===== config.mk =====
export PLATFORM = sky130hd
export DESIGN_NAME = xorshift128_bounded_rng
export DESIGN_NICKNAME = d
export VERILOG_FILES = /design/src/hw/rtl/xsr_pkg.sv /design/src/hw/rtl/xsr_dp.sv /design/src/hw/rtl/xsr_ctrl.sv /design/src/hw/rtl/xorshift128_bounded_rng.sv
export SDC_FILE = /design/constraint.sdc
export NUM_CORES = 1
export LEC_CHECK = 0
export BUFFER_PORTS_ARGS = -buffer_cell sky130_fd_sc_hd__buf_4
export CAP_MARGIN = 20
export CORE_UTILIZATION = 35
export DETAILED_ROUTE_END_ITERATION = 7
export HOLD_SLACK_MARGIN = 0.15
export PLACE_DENSITY_LB_ADDON = 0.12
export SLEW_MARGIN = 20
export SYNTH_ARGS = -nofsm -noshare
export SYNTH_HDL_FRONTEND = slang
export SYNTH_SLANG_ARGS = --single-unit

===== constraint.sdc =====
create_clock -name aclk -period 6.2 [get_ports aclk]
set_input_delay 0.31 -clock aclk [delete_from_list [all_inputs] [get_ports aclk]]
set_output_delay 0.31 -clock aclk [all_outputs]
set_load 0.01 [all_outputs]

===== src/hw/rtl/xsr_pkg.sv =====
package xsr_pkg;

    localparam int WORD_W  = 32;
    localparam int CNT_W   = 8;
    localparam int DIV_W   = $clog2(WORD_W);
    localparam int ADDR_W  = 3;

    localparam logic [WORD_W-1:0] START_Y = 32'd362436069;
    localparam logic [WORD_W-1:0] START_Z = 32'd521288629;
    localparam logic [WORD_W-1:0] START_W = 32'd88675123;

    localparam int SHIFT_A = 11;
    localparam int SHIFT_B = 19;
    localparam int SHIFT_C = 8;

    localparam logic [CNT_W-1:0] ITER_RESET   = 8'd13;
    localparam logic [CNT_W-1:0] WARMUP_RESET = 8'd17;

    localparam logic OP_RESEED = 1'b0;
    localparam logic OP_DRAW   = 1'b1;

    localparam logic REG_ITER   = 1'b0;
    localparam logic REG_WARMUP = 1'b1;

    typedef enum logic [4:0] {
        ST_IDLE = 5'b00001,
        ST_WARM = 5'b00010,
        ST_DRAW = 5'b00100,
        ST_DIV  = 5'b01000,
        ST_DONE = 5'b10000
    } state_t;

    typedef struct packed {
        logic load_seed;
        logic load_draw;
        logic step;
        logic div_load;
        logic div_step;
        logic out_load;
    } cmd_t;

    typedef struct packed {
        logic out_free;
    } sts_t;

endpackage


===== src/hw/rtl/xsr_dp.sv =====
module xsr_dp
    import xsr_pkg::*;
(
    input  logic                aclk,
    input  logic                aresetn,
    input  cmd_t                cmd,
    output sts_t                sts,
    input  logic [WORD_W-1:0]   seed_value,
    input  logic [WORD_W-1:0]   range_low,
    input  logic [WORD_W-1:0]   range_high,
    output logic                m_tvalid,
    input  logic                m_tready,
    output logic [2*WORD_W-1:0] m_tdata
);

    logic [WORD_W-1:0] x_reg, y_reg, z_reg, w_reg;
    logic [WORD_W-1:0] x_next, y_next, z_next, w_next;
    logic [WORD_W-1:0] t_val, w_new;

    logic [WORD_W-1:0] lo_reg, lo_next;
    logic [WORD_W-1:0] range_reg, range_next;
    logic [WORD_W-1:0] rem_reg, rem_next;
    logic [WORD_W-1:0] sh_reg, sh_next;
    logic [WORD_W:0]   r2, diff;

    logic                out_valid_reg, out_valid_next;
    logic [2*WORD_W-1:0] out_data_reg, out_data_next;
    logic [WORD_W-1:0]   bounded;

    assign t_val = x_reg ^ (x_reg << SHIFT_A);
    assign w_new = w_reg ^ (w_reg >> SHIFT_B) ^ t_val ^ (t_val >> SHIFT_C);

    always_comb begin
        x_next = x_reg;
        y_next = y_reg;
        z_next = z_reg;
        w_next = w_reg;
        if (cmd.load_seed) begin
            x_next = seed_value;
            y_next = START_Y;
            z_next = START_Z;
            w_next = START_W;
        end else if (cmd.step) begin
            x_next = y_reg;
            y_next = z_reg;
            z_next = w_reg;
            w_next = w_new;
        end
    end

    // restoring remainder, one dividend bit per cycle
    assign r2   = {rem_reg, sh_reg[WORD_W-1]};
    assign diff = r2 - {1'b0, range_reg};

    always_comb begin
        lo_next    = lo_reg;
        range_next = range_reg;
        rem_next   = rem_reg;
        sh_next    = sh_reg;
        if (cmd.load_draw) begin
            lo_next    = range_low;
            range_next = range_high - range_low + {{(WORD_W-1){1'b0}}, 1'b1};
        end
        if (cmd.div_load) begin
            rem_next = '0;
            sh_next  = w_new;
        end else if (cmd.div_step) begin
            rem_next = diff[WORD_W] ? r2[WORD_W-1:0] : diff[WORD_W-1:0];
            sh_next  = {sh_reg[WORD_W-2:0], 1'b0};
        end
    end

    // full range wraps to zero: no reduction
    assign bounded = (range_reg == '0) ? (w_reg + lo_reg) : (rem_reg + lo_reg);

    assign sts.out_free = !out_valid_reg || m_tready;

    always_comb begin
        out_valid_next = out_valid_reg;
        out_data_next  = out_data_reg;
        if (cmd.out_load) begin
            out_valid_next = 1'b1;
            out_data_next  = {bounded, w_reg};
        end else if (m_tready) begin
            out_valid_next = 1'b0;
        end
    end

    always_ff @(posedge aclk) begin
        if (!aresetn) begin
            x_reg         <= '0;
            y_reg         <= START_Y;
            z_reg         <= START_Z;
            w_reg         <= START_W;
            out_valid_reg <= 1'b0;
        end else begin
            x_reg         <= x_next;
            y_reg         <= y_next;
            z_reg         <= z_next;
            w_reg         <= w_next;
            out_valid_reg <= out_valid_next;
        end
    end

    always_ff @(posedge aclk) begin
        lo_reg       <= lo_next;
        range_reg    <= range_next;
        rem_reg      <= rem_next;
        sh_reg       <= sh_next;
        out_data_reg <= out_data_next;
    end

    assign m_tvalid = out_valid_reg;
    assign m_tdata  = out_data_reg;

endmodule


===== src/hw/rtl/xsr_ctrl.sv =====
module xsr_ctrl
    import xsr_pkg::*;
(
    input  logic             aclk,
    input  logic             aresetn,
    input  logic             s_tvalid,
    output logic             s_tready,
    input  logic             opcode,
    input  logic [CNT_W-1:0] iterations_per_call,
    input  logic [CNT_W-1:0] warmup_calls,
    output cmd_t             cmd,
    input  sts_t             sts
);

    state_t             state_reg, state_next;
    logic [CNT_W-1:0]   iter_reg, iter_next;
    logic [CNT_W-1:0]   call_reg, call_next;
    logic [DIV_W-1:0]   div_cnt_reg, div_cnt_next;

    assign s_tready = (state_reg == ST_IDLE);

    always_comb begin
        state_next   = state_reg;
        iter_next    = iter_reg;
        call_next    = call_reg;
        div_cnt_next = div_cnt_reg;
        cmd          = '0;
        unique case (state_reg)
            ST_IDLE: begin
                if (s_tvalid) begin
                    iter_next = iterations_per_call;
                    if (opcode == OP_DRAW) begin
                        cmd.load_draw = 1'b1;
                        state_next    = ST_DRAW;
                    end else begin
                        cmd.load_seed = 1'b1;
                        call_next     = warmup_calls;
                        state_next    = ST_WARM;
                    end
                end
            end
            ST_WARM: begin
                if (call_reg == '0) begin
                    state_next = ST_IDLE;
                end else begin
                    cmd.step = 1'b1;
                    if (iter_reg == {{(CNT_W-1){1'b0}}, 1'b1}) begin
                        call_next = call_reg - CNT_W'(1);
                        iter_next = iterations_per_call;
                    end else begin
                        iter_next = iter_reg - CNT_W'(1);
                    end
                end
            end
            ST_DRAW: begin
                cmd.step = 1'b1;
                if (iter_reg == {{(CNT_W-1){1'b0}}, 1'b1}) begin
                    cmd.div_load = 1'b1;
                    div_cnt_next = '1;
                    state_next   = ST_DIV;
                end else begin
                    iter_next = iter_reg - CNT_W'(1);
                end
            end
            ST_DIV: begin
                cmd.div_step = 1'b1;
                if (div_cnt_reg == '0) begin
                    state_next = ST_DONE;
                end else begin
                    div_cnt_next = div_cnt_reg - DIV_W'(1);
                end
            end
            ST_DONE: begin
                if (sts.out_free) begin
                    cmd.out_load = 1'b1;
                    state_next   = ST_IDLE;
                end
            end
            default: begin
                state_next = ST_IDLE;
            end
        endcase
    end

    always_ff @(posedge aclk) begin
        if (!aresetn) begin
            state_reg   <= ST_WARM;
            iter_reg    <= ITER_RESET;
            call_reg    <= WARMUP_RESET;
            div_cnt_reg <= '0;
        end else begin
            state_reg   <= state_next;
            iter_reg    <= iter_next;
            call_reg    <= call_next;
            div_cnt_reg <= div_cnt_next;
        end
    end

    a_out_load_free: assert property (@(posedge aclk) disable iff (!aresetn)
        cmd.out_load |-> sts.out_free)
        else $error("result loaded while output register busy");

    a_step_div_excl: assert property (@(posedge aclk) disable iff (!aresetn)
        !(cmd.step && cmd.div_step))
        else $error("xorshift step during division");

    a_draw_starts: assert property (@(posedge aclk) disable iff (!aresetn)
        (s_tvalid && s_tready && opcode == OP_DRAW) |=> (state_reg == ST_DRAW))
        else $error("accepted draw did not start iterations");

    a_div_len: assert property (@(posedge aclk) disable iff (!aresetn)
        $rose(state_reg == ST_DONE) |-> $past(cmd.div_step))
        else $error("result ready without division");

endmodule


===== src/hw/rtl/xorshift128_bounded_rng.sv =====
// xorshift128 random generator with bounded draws.
// s_ channel: one transaction per command. s_tuser = opcode (0 reseed, 1 draw).
//   A reseed loads the start words with the seed as first word and runs
//   warmup_calls calls of iterations_per_call steps; it gives no result.
//   A draw runs one call and returns the fourth word and the bounded value.
// m_ channel: one transaction per draw.
// APB: 0x0 iterations_per_call (0 stores 1), 0x4 warmup_calls; write only when idle.
// Timing: one xorshift step per cycle, then a radix-2 remainder unit at one bit
//   per cycle. For a draw the result is loaded into the output register once the
//   steps and the remainder are done and the output register is free; m_tvalid
//   rises together with s_tready. A reseed returns to idle once its steps are done.
//   One command is in work at a time.
// Reset: registers return to 13 and 17, then a reseed with seed 0 runs with
//   s_tready low until its warm-up steps are done.
// A finished result waits in the output register; new commands are still taken
//   while it waits, and a second result holds until the first is taken.
module xorshift128_bounded_rng
    import xsr_pkg::*;
(
    input  logic                aclk,
    input  logic                aresetn,
    input  logic                s_tvalid,
    output logic                s_tready,
    input  logic [3*WORD_W-1:0] s_tdata,   // seed_value, range_low, range_high
    input  logic                s_tuser,   // opcode
    output logic                m_tvalid,
    input  logic                m_tready,
    output logic [2*WORD_W-1:0] m_tdata,   // raw_word, bounded_value
    input  logic                psel,
    input  logic                penable,
    input  logic                pwrite,
    input  logic [ADDR_W-1:0]   paddr,
    input  logic [31:0]         pwdata,
    output logic [31:0]         prdata,
    output logic                pready
);

    logic [CNT_W-1:0] iter_reg, iter_next;
    logic [CNT_W-1:0] warm_reg, warm_next;
    logic             wr_en;
    cmd_t             cmd;
    sts_t             sts;

    assign pready = 1'b1;
    assign wr_en  = psel && penable && pwrite && pready;

    always_comb begin
        iter_next = iter_reg;
        warm_next = warm_reg;
        if (wr_en) begin
            unique case (paddr[2])
                REG_ITER: begin
                    iter_next = (pwdata[CNT_W-1:0] == '0) ? {{(CNT_W-1){1'b0}}, 1'b1}
                                                          : pwdata[CNT_W-1:0];
                end
                REG_WARMUP: begin
                    warm_next = pwdata[CNT_W-1:0];
                end
            endcase
        end
    end

    always_comb begin
        unique case (paddr[2])
            REG_ITER:   prdata = {{(32-CNT_W){1'b0}}, iter_reg};
            REG_WARMUP: prdata = {{(32-CNT_W){1'b0}}, warm_reg};
        endcase
    end

    always_ff @(posedge aclk) begin
        if (!aresetn) begin
            iter_reg <= ITER_RESET;
            warm_reg <= WARMUP_RESET;
        end else begin
            iter_reg <= iter_next;
            warm_reg <= warm_next;
        end
    end

    xsr_ctrl u_ctrl (
        .aclk                (aclk),
        .aresetn             (aresetn),
        .s_tvalid            (s_tvalid),
        .s_tready            (s_tready),
        .opcode              (s_tuser),
        .iterations_per_call (iter_reg),
        .warmup_calls        (warm_reg),
        .cmd                 (cmd),
        .sts                 (sts)
    );

    xsr_dp u_dp (
        .aclk       (aclk),
        .aresetn    (aresetn),
        .cmd        (cmd),
        .sts        (sts),
        .seed_value (s_tdata[WORD_W-1:0]),
        .range_low  (s_tdata[2*WORD_W-1:WORD_W]),
        .range_high (s_tdata[3*WORD_W-1:2*WORD_W]),
        .m_tvalid   (m_tvalid),
        .m_tready   (m_tready),
        .m_tdata    (m_tdata)
    );

endmodule

After elaboration in Yosys (flattened, before gate mapping)
Index checks and enable logic that the tools add are counted.
Widths: inputs -> output; s select.
Cells by class
  $add $sub $neg: 8
  eq/ne operators: 16
  mux-type cells: 41
  bitwise gates (word level): 6
  reductions and logical operators: 21
Operator list (number)
  $mux 32: 6
  $mux 8: 9
  $add 32x32->32: 2
  $pmux 32 s2: 1
  $xor 32x32->32: 2
  $mux 5: 7
  $sub 33x32->33: 1
  $add 32x1->32 const B: 1
  $logic_not 32->1: 1
  $sub 32x32->32: 1
  $xor 32x13->32: 1
  $xor 32x24->32: 1
  $pmux 5 s5: 1
  $pmux 8 s3: 1
  $logic_not 8->1: 2
  $pmux 8 s2: 1
  $sub 8x1->8 const B: 2
  $ne 2x2->1 const B: 6
  $mux 1: 10
  $pmux 5 s2: 1
  $reduce_and 5->1: 2
  $reduce_bool 2->1: 5
  $eq 8x1->1 const B: 1
  $ne 2x1->1 const B: 4
  19 further kinds: 23
Word-level totals
  register bits after elaboration: 363
  output and inout bits: 99
  word-level logic and storage cells: 108

Depth between registers and ports, before layout
Gate-level depths: netlist (run 1).
  depth after elaboration: 5
  mapped depth: 18

Modules after synthesis
Synthesis (run 1) repeated with hierarchy kept, for this count alone.
Unflattened totals
  cell total of the unflattened synthesis: 2067
  area, all modules: 20773.7 um^2
Modules (own cells, without submodules)
  xsr_dp: times used 1, cells an instance 1756, area an instance 18084.8 um^2, sequential area each 8027.7 um^2
  xsr_ctrl: times used 1, cells an instance 210, area an instance 1735.4 um^2, sequential area each 520.5 um^2
  xorshift128_bounded_rng: times used 1, cells an instance 101, area an instance 953.4 um^2, sequential area each 320.3 um^2

Worst setup path before layout (run 1)
No wires, ideal clock.
  kind: register to register
  from: register u_dp.range_reg[24]
  to: register u_dp.out_data_reg[61] (netlist: u_dp.m_tdata[61]), data pin
  arrival: 4.162 ns
  required time: 5.942 ns
  setup slack: 1.780 ns
  cell stages (with the launch flop): 16
  path buffers: 1
  period minus slack after synthesis: 4.420 ns
  cell sequence: edfxtp_1 nor4_1 nand4_1 nor2_1 clkbuf_1 mux2_2 ha_1 a21o_1 a21o_1 a21o_1 a2111oi_4 nor3_1 or4_1 a31o_2 a211o_1 xnor2_1
Between the ends
  longest elaborated chain between the ends: 2
Ends and longest elaborated chain
  start, declared: RTL line xsr_dp.sv:21  | logic [WORD_W-1:0] range_reg, range_next;
  start signal, assigned: RTL line xsr_dp.sv:107  | range_reg <= range_next;
  $logic_not 32->1: RTL line xsr_dp.sv:74  | assign bounded = (range_reg == '0) ? (w_reg + lo_reg) : (rem_reg + lo_reg);
  $mux 32: RTL line xsr_dp.sv:74
  via u_dp.bounded[29]: RTL line xsr_dp.sv:28  | logic [WORD_W-1:0] bounded;
  end signal, assigned: RTL line xsr_dp.sv:110  | out_data_reg <= out_data_next;
  end, declared: RTL line xsr_dp.sv:27  | logic [2*WORD_W-1:0] out_data_reg, out_data_next;
The timed path passes the listed nets, and every way through them passes these cells.
A chain may end at the register's enable or synchronous reset.

Worst setup path after layout (run 1)
  from: register u_dp.range_reg[23]
  to: register u_dp.out_data_reg[61] (netlist: u_dp.m_tdata[61]), data pin
The elaborated chain is that of the path after synthesis.

==> flow_metrics.env, run 1 <==
export IMPL_outcome="completed"
export IMPL_async_flop_share_pct=0
export IMPL_fin_skew_ns=0.01523
export IMPL_crit_type="reg -> reg"
export IMPL_dieWidth_um=243.1
export IMPL_largest_reg_flops=64
export IMPL_die_y_um=243.1
export IMPL_postCtsSetupBuffers=0
export IMPL_areaGrowthSynthToFinish_pct=20.89
export IMPL_p_per_area_mw_per_mm2=295.4
export IMPL_die_area_mm2=0.05908
export IMPL_crit_fanout=23
export IMPL_drc=0
export IMPL_cts_buffer_depth=3
export IMPL_synth_seq_area_share_pct=43.61
export IMPL_ir_drop_v=0.0001929
export IMPL_end_kind="register"
export IMPL_grt_pass1_vias=15525
export IMPL_ys_ff_latch=363
export IMPL_cts_made_buffers=44
export IMPL_ys_flop_type="dfxtp_1"
export IMPL_synth_edff_count=160
export IMPL_antenna_found_initial=1
export IMPL_grt_max_degree=103
export IMPL_synth_cells=2164
export IMPL_drt_iter0_markers=829
export IMPL_wl_um=56140
export IMPL_cts_tree="yes"
export IMPL_rsz0062_at_grt="false"
export IMPL_hold_path_class="in -> reg"
export IMPL_clk_latency_ns=0.57
export IMPL_root_buffer="clkbuf_16"
export IMPL_syn_cell_area_mm2=0.02034
export IMPL_maxCapViolCount=0
export IMPL_num_io_pins=238
export IMPL_first_pass_iters=5
export IMPL_grt_pass1_wl_um=86860
export IMPL_dpl_hpwl_um=41220
export IMPL_overflow=0
export IMPL_synth_cell_types=77
export IMPL_start_kind="register"
export IMPL_via_count=15939
export IMPL_rrSetupSlack_ns=1.13
export IMPL_finalCriticalPeriod_ns=5.073
export IMPL_synth_top_area_share_pct=23.62
export IMPL_yosysTopAreaCell="edfxtp_1"
export IMPL_cts_resized=0
export IMPL_io_buffers=186
export IMPL_drive_gt1_share_pct=13.80
export IMPL_hold_viol=0
export IMPL_worst_pin_slew_ns=1.099
export IMPL_fin_util_pct=43.19
export IMPL_p_leak_uw=0.01088
export IMPL_cp_arrival_ns=5.39
export IMPL_setup_violations=0
export IMPL_grt_usage_pct=18.71
export IMPL_antenna_left=0
export IMPL_post_route_period_util_pct=81.82
export IMPL_nFillCells=5551
export IMPL_timing_setup_tns_ns=0
export IMPL_maxSlewHeadroom_pct=26.73
export IMPL_clk_pin_slew_worst_paths_ns=0.06
export IMPL_fmax_ghz=0.1971
export IMPL_cts_sinks=363
export IMPL_worstPathRequired_ns=6.52
export IMPL_wl_per_cell_um=17.59
export IMPL_rows=87
export IMPL_syn_area_per_cell_um2=9.398
export IMPL_finalMaxSlewViolations=0
export IMPL_viasPerCell=4.995
export IMPL_gp_congestion=0.8358
export IMPL_layout_nets=2673
export IMPL_yosysWarnings=0
export IMPL_htree_levels=2
export IMPL_initial_core_util_pct=35.72
export IMPL_core_area_mm2=0.05693
export IMPL_synthTopCellsByArea="edfxtp_1 (24%), dfxtp_1 (20%), ha_1 (8.1%), nand2_1 (6.5%), xnor2_1 (5.3%)"
[cells in the final DEF (no fill, tap or decap), types with 99 or more instances in the layout]
| cell type | instances |
|---|---|
| a21oi_1 | 127 |
| edfxtp_1 | 160 |
| nand2_1 | 352 |
| o21ai_0 | 126 |
| inv_1 | 103 |
| xnor2_1 | 123 |
| nand3_1 | 99 |
| dfxtp_1 | 203 |
| buf_4 | 202 |
| ha_1 | 132 |
[stage by stage]
step	cells	setup slack [ns]	total power, uW	area, um2	hold WS (ns)
after floorplan	2187	1.780	4175	20420	0.4064
after global placement	3032	1.032	4658	22350	0.4381
after detailed placement	3032	1.009	4675	22350	0.4434
after CTS	3190	0.9910	7367	24580	0.2557
after global routing	3190	0.9337	7658	24580	0.2796
final	3191	1.127	7263	24590	0.2715
[repair_timing]
action / CTS / global route
hold endpoints to repair: 84 / 0
hold buffers: 77 / 0
endpoints found under the setup margin: 0 / 0
[cell usage after synthesis (72+ instances only)]
cell,n
a21oi_1,127
clkbuf_1,72
dfxtp_1,203
edfxtp_1,160
ha_1,132
inv_1,103
nand2_1,353
nand3_1,100
nor2_1,91
o21ai_0,126
xnor2_1,123
xor2_1,72
[worst paths after layout]
kind | cells after the start | startpoint | endpoint
worst max-delay path | 14 | u_dp.range_reg[23] | u_dp.m_tdata[61]
worst min-delay path | 2 | aresetn | u_ctrl.iter_reg[2]
worst max register to register | 14 | u_dp.range_reg[23] | u_dp.m_tdata[61]
worst min register to register | 2 | u_dp.y_reg[4] | u_dp.y_reg[4]
[cell families after synthesis]
logic type                 count (synthesis)  synth area share, %
and+or+nand+nor                          702                15.55
AOI/OAI and AO/OA                        482                15.69
DFF                                      363                43.61
buffers and inverters                    216                4.669
xor gates and xnor gates                 195                8.397
adders and majority gates                135                8.416
muxes                                     69                3.630
other                                      2              0.03693
[power by group]
part	total (uW)	switching [uW]	internal [uW]
sequential	3100	345	2760
clock	2610	1030	1580
combinational	1550	830	717
[layout make-up]
| cell class | count | area [um2] | area share, % |
|---|---|---|---|
| Sequential cell | 363 | 8869 | 36.07 |
| Timing Repair Buffer | 279 | 2287 | 9.303 |
| Antenna cell | 1 | 2.502 | 0.01018 |
| Multi-Input combinational cell | 1608 | 10640 | 43.26 |
| Clock buffer | 63 | 1264 | 5.140 |
| Tap cell | 756 | 945.9 | 3.847 |
| Clock inverter | 18 | 196.4 | 0.7990 |
| Inverter | 103 | 386.6 | 1.573 |
[layer usage]
metal	wire [um]	global-route usage [%]
met2	26540	31.57
met5	0	0
met1	26340	24.78
met3	1937	2.565
met4	1315	5.457
[worst max-delay path, cell delays in order, from the launching register on]
cell and delay (ns):
edfxtp_1 0.39, nor4_1 0.47, nand4_1 0.25, nor2_2 0.40
buf_4 0.39, mux2_2 0.38, ha_1 0.35, a21o_1 0.19
a21o_1 0.21, a2111oi_4 0.30, nor3_1 0.20, or4_1 0.56
a31o_2 0.28, a211o_1 0.31, xnor2_1 0.12
(Power assumes the default switching activity.)
==> run 2: changes to the inputs <==
==> constraint.sdc (replaced) <==
create_clock -name aclk -period 5.3 [get_ports aclk]
set_input_delay 0.265 -clock aclk [delete_from_list [all_inputs] [get_ports aclk]]
set_output_delay 0.265 -clock aclk [all_outputs]
set_load 0.01 [all_outputs]
==> run 2 against run 1 <==
  * Global-route usage hardly changed
  * Critical path depth rose by 1
  * Combinational power grew 17%
==> flow_metrics.env, run 2 (synthesis results as in run 1) <==
export IMPL_fmax_ghz=0.2050
export IMPL_n_antenna_cell=0
export IMPL_finalCriticalPeriod_ns=4.878
export IMPL_cts_made_buffers=45
export IMPL_worstPathRequired_ns=5.62
export IMPL_grt_max_degree=103
export IMPL_p_per_area_mw_per_mm2=355.7
export IMPL_grt_usage_pct=18.73
export IMPL_die_area_mm2=0.05908
export IMPL_critPathLaunch="u_dp.range_reg[23]"
export IMPL_timing_setup_tns_ns=0
export IMPL_crit_type="reg -> reg"
export IMPL_initial_core_util_pct=35.72
export IMPL_viasPerCell=5.026
export IMPL_p_leak_uw=0.01098
export IMPL_r2r_start="u_dp.range_reg[23]"
export IMPL_clk_latency_ns=0.59
export IMPL_wl_um=56130
export IMPL_gp_congestion=0.8284
export IMPL_hold_start="paddr[2]"
export IMPL_nFillCells=5530
export IMPL_drt_iter0_markers=722
export IMPL_grt_pass1_vias=15820
export IMPL_end_kind="register"
export IMPL_cts_tree="yes"
export IMPL_outcome="completed"
export IMPL_first_pass_iters=5
export IMPL_maxCapViolCount=0
export IMPL_root_buffer="clkbuf_16"
export IMPL_cts_buffer_depth=3
export IMPL_cts_sinks=363
export IMPL_num_io_pins=238
export IMPL_ir_drop_v=0.0003157
export IMPL_final_common_cell="nand2_1"
export IMPL_overflow=0
export IMPL_core_area_mm2=0.05693
export IMPL_hold_path_class="in -> reg"
export IMPL_via_count=16048
export IMPL_setup_violations=0
export IMPL_drc=0
export IMPL_ctsHoldBuffers=76
export IMPL_die_y_um=243.1
export IMPL_areaGrowthSynthToFinish_pct=21.98
export IMPL_fin_skew_ns=0.02866
export IMPL_rows=87
export IMPL_crit_fanout=23
export IMPL_fin_util_pct=43.58
export IMPL_finalMaxSlewViolations=0
export IMPL_largest_reg_flops=64
export IMPL_drive_gt1_share_pct=14.12
export IMPL_wl_per_cell_um=17.58
export IMPL_post_route_period_util_pct=92.03
export IMPL_cp_arrival_ns=5.20
export IMPL_cp_slowest_stage_delay_ns=0.57
export IMPL_path_cells="nor4_1 > nand4_1 > nor2_2 > buf_4 > buf_4 > mux2_2 > ha_1 > a21o_1 > a21o_1 > a2111oi_4 > nor3_1 > or4_1 > a31o_2 > a211o_1 > xnor2_1"
export IMPL_grt_pass1_wl_um=87130
export IMPL_critPathSlowestCell="or4_1"
export IMPL_layout_common_cells="nand2_1 (352), dfxtp_1 (203), buf_4 (202)"
export IMPL_antenna_found_initial=0
export IMPL_postCtsSetupBuffers=0
export IMPL_clk_pin_slew_worst_paths_ns=0.06
export IMPL_antenna_left=0
export IMPL_layout_nets=2675
export IMPL_hold_viol=0
export IMPL_start_kind="register"
export IMPL_worst_pin_slew_ns=0.9436
export IMPL_rsz0062_at_grt="false"
export IMPL_cts_resized=0
export IMPL_maxSlewHeadroom_pct=37.03
export IMPL_dpl_hpwl_um=41450
export IMPL_io_buffers=186
export IMPL_htree_levels=2
export IMPL_dieWidth_um=243.1
## run 2: changes by cell type in the layout (fill, tap and decap cells not counted), moves of 2 or more
cell and change:
bufinv_16 +4, clkbuf_1 -3, clkbuf_16 +3, buf_12 +2
## run 2: routing by layer
metal / GRT usage (%) / routed length [um]
met2: 31.63 / 26450
met5: 0 / 0
met4: 6.160 / 1379
met1: 24.66 / 26290
met3: 2.355 / 2014
## run 2: worst paths after layout
check        cells after the start               end  slack, ns
max                             15  u_dp.m_tdata[61]       0.42
min                              4       iter_reg[4]       0.21
max reg2reg                     15  u_dp.m_tdata[61]       0.42
min reg2reg                      2     u_dp.z_reg[6]       0.45
## run 2: layout make-up
type                       instances  area (um2)  area share [%]
clock buffer                      63        1328           5.351
sequential                       363        8869           35.75
tap                              756       945.9           3.813
timing repair buffer             280        2317           9.340
multi-input combinational       1608       10640           42.87
clock inverter                    20       327.8           1.321
inverter                         103       386.6           1.558
## run 2: critical path, delay by kind of cell, from the launching register on
kind,cells,cell delay (ns)
AO/OA/AOI/OAI,5,1.30
XOR/XNOR,1,0.12
flip-flops,1,0.38
multiplexers,1,0.38
adder cells (fa/ha/maj),1,0.36
buffers and inverters,2,0.50
AND/OR/NAND/NOR,5,1.60
## run 2: power breakdown
part           internal, uW  total [uW]  switching, uW  leakage [uW]
Clock                  2140        3370           1230      0.000809
Sequential             3230        3650            418       0.00309
Combinational           844        1810            965       0.00708
## run 2: through the flow
stage | instance area (um2) | instances | hold slack [ns] | power (uW) | setup slack (ns)
2_1_floorplan | 20420 | 2187 | 0.3639 | 4884 | 0.8802
3_3_place_gp | 22390 | 3034 | 0.4391 | 5465 | 0.3296
3_5_place_dp | 22390 | 3034 | 0.4433 | 5481 | 0.2899
4_1_cts | 24810 | 3193 | 0.1660 | 8949 | 0.2697
5_1_grt | 24810 | 3193 | 0.2313 | 9288 | 0.1748
6_report | 24810 | 3193 | 0.2094 | 8825 | 0.4224
